$ cat src/hw/rtl/imheq_ram.sv
// Generic single-write, single-read RAM with a registered read port.
// Stands alone; instantiated for the heap store and the position index.
module imheq_ram #(
  parameter int WIDTH = 8,
  parameter int DEPTH = 256
) (
  input  logic                     clk,
  input  logic                     we,
  input  logic [$clog2(DEPTH)-1:0] waddr,
  input  logic [WIDTH-1:0]         wdata,
  input  logic [$clog2(DEPTH)-1:0] raddr,
  output logic [WIDTH-1:0]         rdata
);

  logic [WIDTH-1:0] mem [DEPTH];

  always_ff @(posedge clk) begin
    if (we) begin
      mem[waddr] <= wdata;
    end
    rdata <= mem[raddr];
  end

endmodule

$ cat config.mk
export PLATFORM = sky130hd
export DESIGN_NAME = imheq_ram
export DESIGN_NICKNAME = d
export VERILOG_FILES = /design/src/hw/rtl/imheq_ram.sv
export SDC_FILE = /design/constraint.sdc
export NUM_CORES = 2
export LEC_CHECK = 0
export BUFFER_PORTS_ARGS = -buffer_cell sky130_fd_sc_hd__buf_2
export CELL_PAD_IN_SITES_DETAIL_PLACEMENT = 0
export CELL_PAD_IN_SITES_GLOBAL_PLACEMENT = 1
export CORE_MARGIN = 5
export CORE_UTILIZATION = 48
export DETAILED_ROUTE_END_ITERATION = 10
export PLACE_DENSITY_LB_ADDON = 0.1
export SETUP_SLACK_MARGIN = 0.1
export SLEW_MARGIN = 20
export SYNTH_ARGS = -nofsm -noshare
export SYNTH_HDL_FRONTEND = slang
export SYNTH_SLANG_ARGS = --single-unit
$ cat constraint.sdc
create_clock -name clk -period 3.7 [get_ports clk]
set_clock_uncertainty 0.1 [all_clocks]
set_input_delay 0.74 -clock clk [delete_from_list [all_inputs] [get_ports clk]]
set_output_delay 0.74 -clock clk [all_outputs]
set_load 0.005 [all_outputs]
---- Word level (Yosys, flattened, before mapping) ----
Memory sizes are Yosys's and may differ from the RTL's. A register that Yosys moved wholly into a read port is not among the register bits.
Cells that the tools add are included.
word-level totals
  register bits after elaboration ......... 0
  bits in writable memories ............... 2048
  input bits .............................. 26
  output and inout port bits .............. 8
  word-level logic and storage cells ...... 3
  memories ................................ 1
memory list
  memory  depth  width  rd ports  clocked after Yosys merged registers in  wr ports  line  text
  mem     256    8      1         1                                        1         15    logic [WIDTH-1:0] mem [DEPTH];
operators by class
  muxes and demuxes ....................... 2
operators with widths
  operator  count
  $mux 1    2

---- Logic depth before layout (Yosys ltp) ----
  word-level depth ........................ 2
  gate-level depth with buffers ........... 11
  gate-level depth less buffers ........... 6

---- Worst setup path after synthesis ----
No wires, ideal clock.
  path type ............................... input to register
  start ................................... in raddr[0]
  end ..................................... reg rdata[2], read port of mem
  library setup time ...................... 131 ps
  arrival ................................. 2547 ps
  slack ................................... 922 ps
  stages .................................. 9
  cells stage by stage .................... buf_6 buf_12 buf_8 buf_2 mux4_2 a22oi_1 a21oi_1 nor4_1 nor4_2
RTL lines
  what                line  text
  start: declaration  11    input logic [$clog2(DEPTH)-1:0] raddr,
  end: declaration    12    output logic [WIDTH-1:0] rdata

==> impl_metrics.ini <==
[critical_path]
r2r_end = rdata[3]$_DFF_P_
slowest_delay_ns = 0.87
cp.arrival_ns = 3.84
crit_path_max_fanout = 37
critPathRequiredTime_ns = 4.26
cp_num_buf_inv = 3
reg2reg_depth = 6
critPathLaunchType = input pin
slowest_stage = nor3_1
worst_path_dominant_cell_family = simple AND/OR/NAND/NOR gates
regToRegSetupSlack_ns = 0.72
critPathCaptureType = flop
rr_startpoint = mem[211][3]$_DFFE_PP_
crit_type = input pin to flop
path_cells = buf_8, buf_12, buf_4, mux4_2, a22oi_1, a21oi_1, nor3_1, nor4_1

[timing]
hold_viol_final = 0
worst_pin_slew_ns = 1.25
post-route-period-util_pct = 88.5
fin_setup_tns_ns = 0
slew_headroom_pct = 16.8
grt_setup_unrepaired = no
fin_crit_ns = 3.27
slew_violations = 0
finalSetupViolCount = 0
layout_setup_ws_ns = 0.426
max_freq_ghz = 0.305

[place]
dp_cells = 6207
gp_congestion = 0.831
post-place-ws_ns = -0.442
dpl-instance-area_um2 = 85500
dpl.hpwl_mm = 133
portBuffers = 33

[floorplan]
num_rows = 149
start_util_pct = 48.3
die_w_um = 417
die_area_um2 = 174000
die_height_um = 417
io_pins = 34
coreArea_um2 = 165000

[drt]
viasPerCell = 6.05
drt-pass1-iter-count = 6
vias = 39893
wire_per_inst_um = 31.6
wl_mm = 208
drtAntennaViolNets = 0
first_iter_violations = 4427
drc_errors = 0

[finish]
drive_above_1_share_pct = 29.3
final_common_cell = edfxtp_1
fill_cells = 12312
final_cell_mix = edfxtp_1, mux4_2, buf_4
seqCellArea_um2 = 61700
final_area_um2 = 92300
multi_input_area_um2 = 16500
stdcell_count = 6598
nets = 4253
area_growth_pct = 16.0

[grt]
grt_pass1_wl_mm = 300
grt_max_degree = 129
antenna_found_initial = 9
overflow = 0
grt_use_total_pct = 24.1
grt_pass1_vias = 41141

[power_and_ir_drop]
p_leak_nw = 29.5
peakVddDrop_mv = 0.530
p_per_area_nw_per_um2 = 530

[clock_tree]
clk_path_buf_depth = 3
root_buffer = clkbuf_16
htree_levels = 4
postCtsHoldBufs = 0
cts_made_buffers = 207
clock_latency_ns = 0.84
post-cts-setup-buffer-count = 0
cts_tree = built
clk_pin_slew_ns = 0.06
clock-sinks = 2056
post_cts_resized = 0

[synthesis]
synth_edf_count = 2048
syn_nets = 3759
synth_area_um2 = 79600
ys_types = 55
yosys_register_bits = 2056
synth_ff_type = edfxtp_1
synth_warnings = 0
async_flop_share_pct = 0
syn_inst = 3733
ys_seq_area_share_pct = 77.5
avgSynthCellArea_um2 = 21.3

[min_path]
min_from = wdata[1]
whs_path_depth = 1
hold_class = input pin to flop
holdPathEnd = mem[80][1]$_DFFE_PP_

[flow_run]
cap_violations = 0

[outcome]
status = finished clean
[worst max path at each step]
stage          startpoint          endpoint  slack (ns)  cells after the start
2_1_floorplan    raddr[0]  rdata[2]$_DFF_P_        0.92                      9
3_3_place_gp     raddr[1]  rdata[7]$_DFF_P_       -0.72                      9
3_5_place_dp     raddr[1]  rdata[3]$_DFF_P_       -0.44                      7
4_1_cts          raddr[1]  rdata[3]$_DFF_P_        0.44                      7
5_1_grt          raddr[0]  rdata[7]$_DFF_P_        0.46                     10
6_report         raddr[1]  rdata[3]$_DFF_P_        0.43                      8
[worst reg2reg max path: stages (launching register included)]
cell,delay (ns)
edfxtp_1,0.36
mux4_2,0.47
a22o_1,0.26
a221oi_1,0.48
o32ai_1,0.19
nor3_1,0.79
nor4_1,0.15
[cell usage after synthesis, types with 31 or more instances]
library cell / number / share of area, %
edfxtp_1: 2048 / 77
mux4_2: 454 / 13
nor2_1: 282 / 1.3
mux2i_1: 134 / 1.7
a22oi_1: 133 / 1.3
clkbuf_1: 111 / 0.52
a21oi_1: 96 / 0.60
o221ai_1: 46 / 0.51
nand3_1: 34 / 0.21
nand2_1: 33 / 0.16
buf_2: 31 / 0.20
nor2b_1: 31 / 0.24
[through the flow]
stage          power [mW]  util [%]  hold WS [ns]
2_1_floorplan        27.4         -         0.670
3_3_place_gp         28.7      51.9         0.963
3_5_place_dp         28.7      51.9         0.979
4_1_cts              49.3      56.0         0.238
5_1_grt              50.5      56.0         0.258
6_report             48.9      56.0         0.296
[state kept, by name, summed over array words and instances, names as in the netlist]
register	cells
mem	2048
rdata	8
[layout make-up]
cell class / instances / area share [%]
clock inverter: 123 / 1.30
timing repair buffer: 518 / 4.96
clock buffer: 265 / 6.04
multi-input combinational: 1442 / 17.9
sequential: 2056 / 66.8
antenna: 3 / 0.00814
inverter: 2 / 0.00814
tap: 2189 / 2.97
[cell families (layout without fill, tap and decap cells)]
logic type	Yosys count	after routing	synth area share [%]
AO/OA/AOI/OAI	385	385	3.42
multiplexers	591	591	14.6
other	0	3	0
buffers and inverters	235	908	1.83
AND/OR/NAND/NOR	466	466	2.63
flip-flops	2056	2056	77.5
[layer usage]
metal | GRT usage, % | wire, um
met1 | 33.3 | 84200
met2 | 39.7 | 104000
met3 | 4.55 | 14800
met4 | 6.60 | 5640
met5 | 0 | 0
[report_power, final]
part	switching [mW]	internal [mW]	leakage (nW)
clock	8.65	12.0	3.28
combinational	1.59	0.922	7.70
sequential	0.0322	25.7	18.5
total	10.3	38.6	29.5
Note: power is estimated with default switching activity, not from simulation.
