**src/hw/rtl/imheq_pkg.sv**
```systemverilog
// Shared types, sizes and helper functions for the indexed min-heap event queue.
// Used by imheq_cmp and the top-level unit under hw/rtl (imheq_ram does not use it); depends on nothing.
package imheq_pkg;

  localparam int MAX_PROCESSES = 256;
  localparam int TIME_BITS     = 32;

  localparam int POS_W     = $clog2(MAX_PROCESSES);
  localparam int CNT_W     = $clog2(MAX_PROCESSES + 1);
  localparam int IDX_W     = POS_W + 2;
  localparam int ID_IN_W   = 8;
  localparam int TIME_IN_W = 32;
  localparam int CNT_OUT_W = 9;

  typedef logic [POS_W-1:0]     pos_t;
  typedef logic [CNT_W-1:0]     cnt_t;
  typedef logic [TIME_BITS-1:0] stime_t;

  typedef struct packed {
    pos_t   id;
    stime_t tm;
  } heap_ent_t;

  localparam int HEAP_W = $bits(heap_ent_t);

  typedef enum logic [1:0] {
    ACT_ADD    = 2'd0,
    ACT_BUILD  = 2'd1,
    ACT_UPDATE = 2'd2,
    ACT_NOP    = 2'd3
  } action_t;

  typedef enum logic [1:0] {
    STAT_OK   = 2'd0,
    STAT_FULL = 2'd1,
    STAT_NOID = 2'd2
  } status_t;

  typedef enum logic [3:0] {
    ST_IDLE,
    ST_DECODE,
    ST_SLOT_LD,
    ST_BLD_RD,
    ST_BLD_LD,
    ST_UP_RD,
    ST_UP_CMP,
    ST_DN_RDL,
    ST_DN_RDR,
    ST_DN_CMPR,
    ST_DN_CMPC,
    ST_FINISH,
    ST_RESP
  } state_t;

  // Operand pairings of the shared time comparator.
  typedef enum logic [1:0] {
    CMP_UP,
    CMP_RIGHT,
    CMP_CUR
  } cmp_sel_t;

  function automatic stime_t to_stime(logic [TIME_IN_W-1:0] t);
    logic [TIME_BITS+TIME_IN_W-1:0] w;
    w = {{TIME_BITS{1'b0}}, t};
    return w[TIME_BITS-1:0];
  endfunction

  function automatic logic [TIME_IN_W-1:0] to_out_time(stime_t s);
    logic [TIME_BITS+TIME_IN_W-1:0] w;
    w = {{TIME_IN_W{1'b0}}, s};
    return w[TIME_IN_W-1:0];
  endfunction

  function automatic logic [ID_IN_W-1:0] id_to_out(pos_t id);
    logic [POS_W+ID_IN_W-1:0] w;
    w = {{ID_IN_W{1'b0}}, id};
    return w[ID_IN_W-1:0];
  endfunction

  function automatic logic [CNT_OUT_W-1:0] cnt_to_out(cnt_t c);
    logic [CNT_W+CNT_OUT_W-1:0] w;
    w = {{CNT_OUT_W{1'b0}}, c};
    return w[CNT_OUT_W-1:0];
  endfunction

endpackage

```
**src/hw/rtl/imheq_cmp.sv**
```systemverilog
// Shared strict less-than unit for heap times, with its operand selection.
// Depends on imheq_pkg.
module imheq_cmp (
  input  imheq_pkg::cmp_sel_t sel,
  input  imheq_pkg::stime_t   cur_time,
  input  imheq_pkg::stime_t   best_time,
  input  imheq_pkg::stime_t   rd_time,
  output logic                less
);

  imheq_pkg::stime_t op_a;
  imheq_pkg::stime_t op_b;

  always_comb begin
    case (sel)
      imheq_pkg::CMP_UP: begin
        op_a = cur_time;
        op_b = rd_time;
      end
      imheq_pkg::CMP_RIGHT: begin
        op_a = rd_time;
        op_b = best_time;
      end
      imheq_pkg::CMP_CUR: begin
        op_a = best_time;
        op_b = cur_time;
      end
      default: begin
        op_a = '0;
        op_b = '0;
      end
    endcase
  end

  // Ties never win, so equal times never move.
  assign less = op_a < op_b;

endmodule

```
**config.mk**
```make
export PLATFORM = sky130hd
export DESIGN_NAME = imheq_cmp
export DESIGN_NICKNAME = d
export VERILOG_FILES = /design/src/hw/rtl/imheq_pkg.sv /design/src/hw/rtl/imheq_cmp.sv
export SDC_FILE = /design/constraint.sdc
export NUM_CORES = 1
export LEC_CHECK = 0
export BUFFER_PORTS_ARGS = -buffer_cell sky130_fd_sc_hd__buf_2
export CORE_AREA = 5 5 73 75
export DETAILED_ROUTE_END_ITERATION = 16
export DIE_AREA = 0 0 78 80
export GPL_TIMING_DRIVEN = 0
export PLACE_DENSITY = 0.84
export SLEW_MARGIN = 20
export SYNTH_ARGS = -nofsm -noshare
export SYNTH_HDL_FRONTEND = slang
export SYNTH_SLANG_ARGS = --single-unit
```
**constraint.sdc**
```tcl
create_clock -name vclk -period 4.14
set_input_delay 0.414 -clock vclk [all_inputs]
set_output_delay 0.414 -clock vclk [all_outputs]
set_load 0.01 [all_outputs]
```
Yosys cells after proc, flatten, opt, wreduce, memory -nomap -nowiden
Index checks and enable logic that the tools add are counted.
Storage, ports and cells
  output and inout port bits: 1
  register bits: 0
  input bits: 98
Cells by class
  equal/unequal tests: 2
  muxes and demuxes: 2
  $lt $le $gt $ge: 1
  reduce and logical (&&, ||, !) cells: 1
Operators by type and width (count)
  case mux 32 bit (3 select lines): 2
  < comparator 32 bit: 1
  equality test 2 x 1 -> 1 bit, second input constant: 1
  equality test 2 bit, second input constant: 1
  zero test 2 bit: 1

Depth between registers and ports, before layout
  depth in word-level cells: 3
  mapped depth: 12
  mapped depth without buffers: 10

Worst setup path after synthesis
OpenSTA, ideal clock, no wires.
  path type: input -> output
  start: in sel[1]
  end: out less
  arrival: 2.862 ns
  required time: 3.726 ns
  stages: 11
  path buffers: 3
  setup slack: 0.864 ns
  cells stage by stage: buf_2 buf_2 buf_2 mux2i_1 o21ai_1 ha_1 a21oi_2 nand2_1 a221o_1 a2111o_1 a211oi_2
On the way
  word-level cells in the longest chain between the ends: 3
  elaborated cells on any way between the ends: 6
Ends and longest elaborated chain
  start: declaration: RTL line imheq_cmp.sv:4  | input imheq_pkg::cmp_sel_t sel,
  equality test 2 bit (tied with other cells): RTL line imheq_cmp.sv:15  | case (sel)
  case mux 32 bit (3 select lines): RTL line imheq_cmp.sv:15
  < comparator 32 bit *: RTL line imheq_cmp.sv:36  | assign less = op_a < op_b;
  end: declaration: RTL line imheq_cmp.sv:8  | output logic less
Mark *: on every way between the ends. The rest lies on a longest branch, timed or not.

Final worst setup path
Same ends and word-level chain as after synthesis.

==> summary.txt <==
Global route
  – Global-route usage over all layers: 21.4%
  – Global-route wire length before repair: approximately 11000 um
  – Vias in the first global route: approximately 2.7k
  – Pin count of the biggest net entering global routing: 11
  – Initial antenna violation count: 0
  – GR Overflow Total: 0

STA
  – Slew Viols, Final: 0
  – Slew margin rel.: between 60% and 70%
  – RSZ-0062 raised after global routing: false
  – Sum Neg Setup Slack: 0 ps
  – Hold WS: about 1500 ps
  – Min cycle time layout: 3900 ps
  – Final hold violation count: 0
  – Setup violations, final: 0
  – Measured slew at the worst slew-check pin: between 500 and 600 ps
  – Final period utilization: between 90 and 100%
  – Fmax: about 260 MHz

Layout
  – Share of cells above drive strength 1: a little over a quarter
  – # nets final: roughly 550
  – Sequential cell area: 0 um^2
  – Final Cell Area: around 0.0026 mm^2
  – Number of sequential cells: 0
  – Area Growth Syn to Fin: 28.5%
  – Clock buf count: 0
  – Ant. Diodes: 0

Route
  – Routed vias/inst: between 5 and 6
  – Number of routed nets with antenna violations: 0
  – Iter 0 DRT Violations: 138
  – Residual DRC: 0
  – DRT Wirelength: 7070 um
  – Via total after detailed routing: ~2.8k
  – WL per Instance: about 15 um
  – Drt first pass iters: 5

Critical path
  – Setup crit end kind: output port
  – Top delay family on crit path: compound AO/OA/AOI/OAI gates
  – Arrival time at the worst endpoint: 3480 ps
  – Startpoint Class: input port
  – Crit-path cells: buf_2, buf_2, buf_2, buf_2, mux2i_1, o21ai_1, ha_1, a21oi_2, nand2_1, a221o_1, a2111o_1, a211oi_2, buf_2
  – CP Class: in -> out
  – Worst-path maximum fanout: 10
  – Critical path's largest stage delay: roughly 440 ps
  – CP Buf/Inv Count: 5
  – CP max-delay cell: a2111o_1
  – CP required: about 3700 ps
  – Cell repeated most along the worst path: buf_2

Clocking
  – CTS Hold Bufs: 0

Place
  – Number of port buffers: 99
  – Placed cell areas: around 0.0026 mm^2
  – Placer Congestion: between 0.9 and 1
  – Dpl hpwl: ~5700 um

Die
  – Die extent in y: roughly 80 um
  – CORE AREA: ~0.0046 mm^2
  – Die area: between 0.006 and 0.007 mm^2
  – Chip width: a little under 80 um
  – Initial Utilization: a little over two fifths
  – Top Ports: 99
  – Num rows: 25

Yosys
  – Register area share after synthesis: 0%
  – Count leader, synth: a21oi_1
  – Mapped cell area: about 0.002 mm^2
  – Ranking of synthesized cells by area: ha_1 (19%), a21oi_1 (17%), mux2i_1 (15%)
  – Top cell type's share of synthesized area: approximately a fifth
  – Synth cell count leaders: a21oi_1 (70), nand2_1 (36), nor2_1 (35), nor2b_1 (32), o21ai_1 (32)
  – Yosys warning count: 0
  – Cell taking the most area after synthesis: ha_1
  – Synth Instances: 324
  – Unique masters post-synth: 30
  – Post-Syn Area per Cell: ~6 um^2
  – Mapped Nets: between 400 and 500

Job
  – Max Cap Viol: 0

Power
  – Power per standard cell area: approximately 120 mW/mm^2
  – Peak VDD IR: ~46 uV
  – Leakage: 1.24 nW

Outcome
  – Outcome: finished, final reports clean

Worst hold path
  – Worst Hold Class: in -> out
worst paths after layout:
path / start / end / slack (ps) / cells past startpoint
setup / recovery: sel[1] / less / 240 / 13
hold / removal: best_time[0] / less / 1530 / 7
cell type report:
type	instances	area, um^2
multi-input cells	298	1910
inverters	2	7.51
fillers	459	2020
plain buffers	24	98.8
well taps	54	67.6
repair buffers	99	495
where the power goes:
part | internal, mW | switching, mW
clock | 0 | 0
sequential | 0 | 0
combinational | 0.140 | 0.169
total | 0.140 | 0.169
metrics by stage:
step | setup slack, ps | total power [mW] | std cells | util [%]
after floorplan | 864 | 0.197 | 324 | -
after CTS | 242 | 0.304 | 477 | 55.8
after global routing | 40.8 | 0.347 | 477 | 56.0
after detailed placement | 253 | 0.302 | 477 | 55.8
after global placement | 294 | 0.291 | 477 | 55.8
final | 245 | 0.309 | 477 | 56.0
repair_timing:
item	CTS	global route
setup endpoints to repair	0	1
gates resized for setup	0	3
buffers inserted	0	0
placed cells by master (no fill, tap or decap):
cell        n
nand4_1     7
o21ai_1    32
inv_1       2
a21boi_0    1
o211ai_1    2
a22oi_1     1
nor2_1     35
nand3_1     3
a2111o_1    1
buf_2     104
a21oi_1    70
a21oi_2     2
nor2b_1    32
o21ai_0     3
a211oi_1    1
a221o_1     1
nor4bb_1    1
a21o_1      1
nand2_1    36
nor3_1      1
nor4_2      1
a221oi_1    1
and4_1      1
mux2i_1    31
a31oi_1     1
a211oi_2    1
nor4b_1     1
clkbuf_2    2
buf_1       2
ha_1       31
clkbuf_1   15
logic make-up (layout without fill, tap and decap cells):
group | Yosys count | after routing | share of synthesized area, %
compound gates | 118 | 118 | 31.8
fa+ha+maj | 31 | 31 | 19.4
buf+inv | 26 | 125 | 5.18
simple gates | 118 | 118 | 28.2
mux | 31 | 31 | 15.5
metal layers:
layer	global-route usage, %	vias to the layer above	routed length [um]
met1	27.3	1249	3010
met5	0	-	0
met4	5.24	0	141
li1	-	1375	-
met3	2.26	16	606
met2	38.3	135	3310
Power figures use the tool's default switching activity.
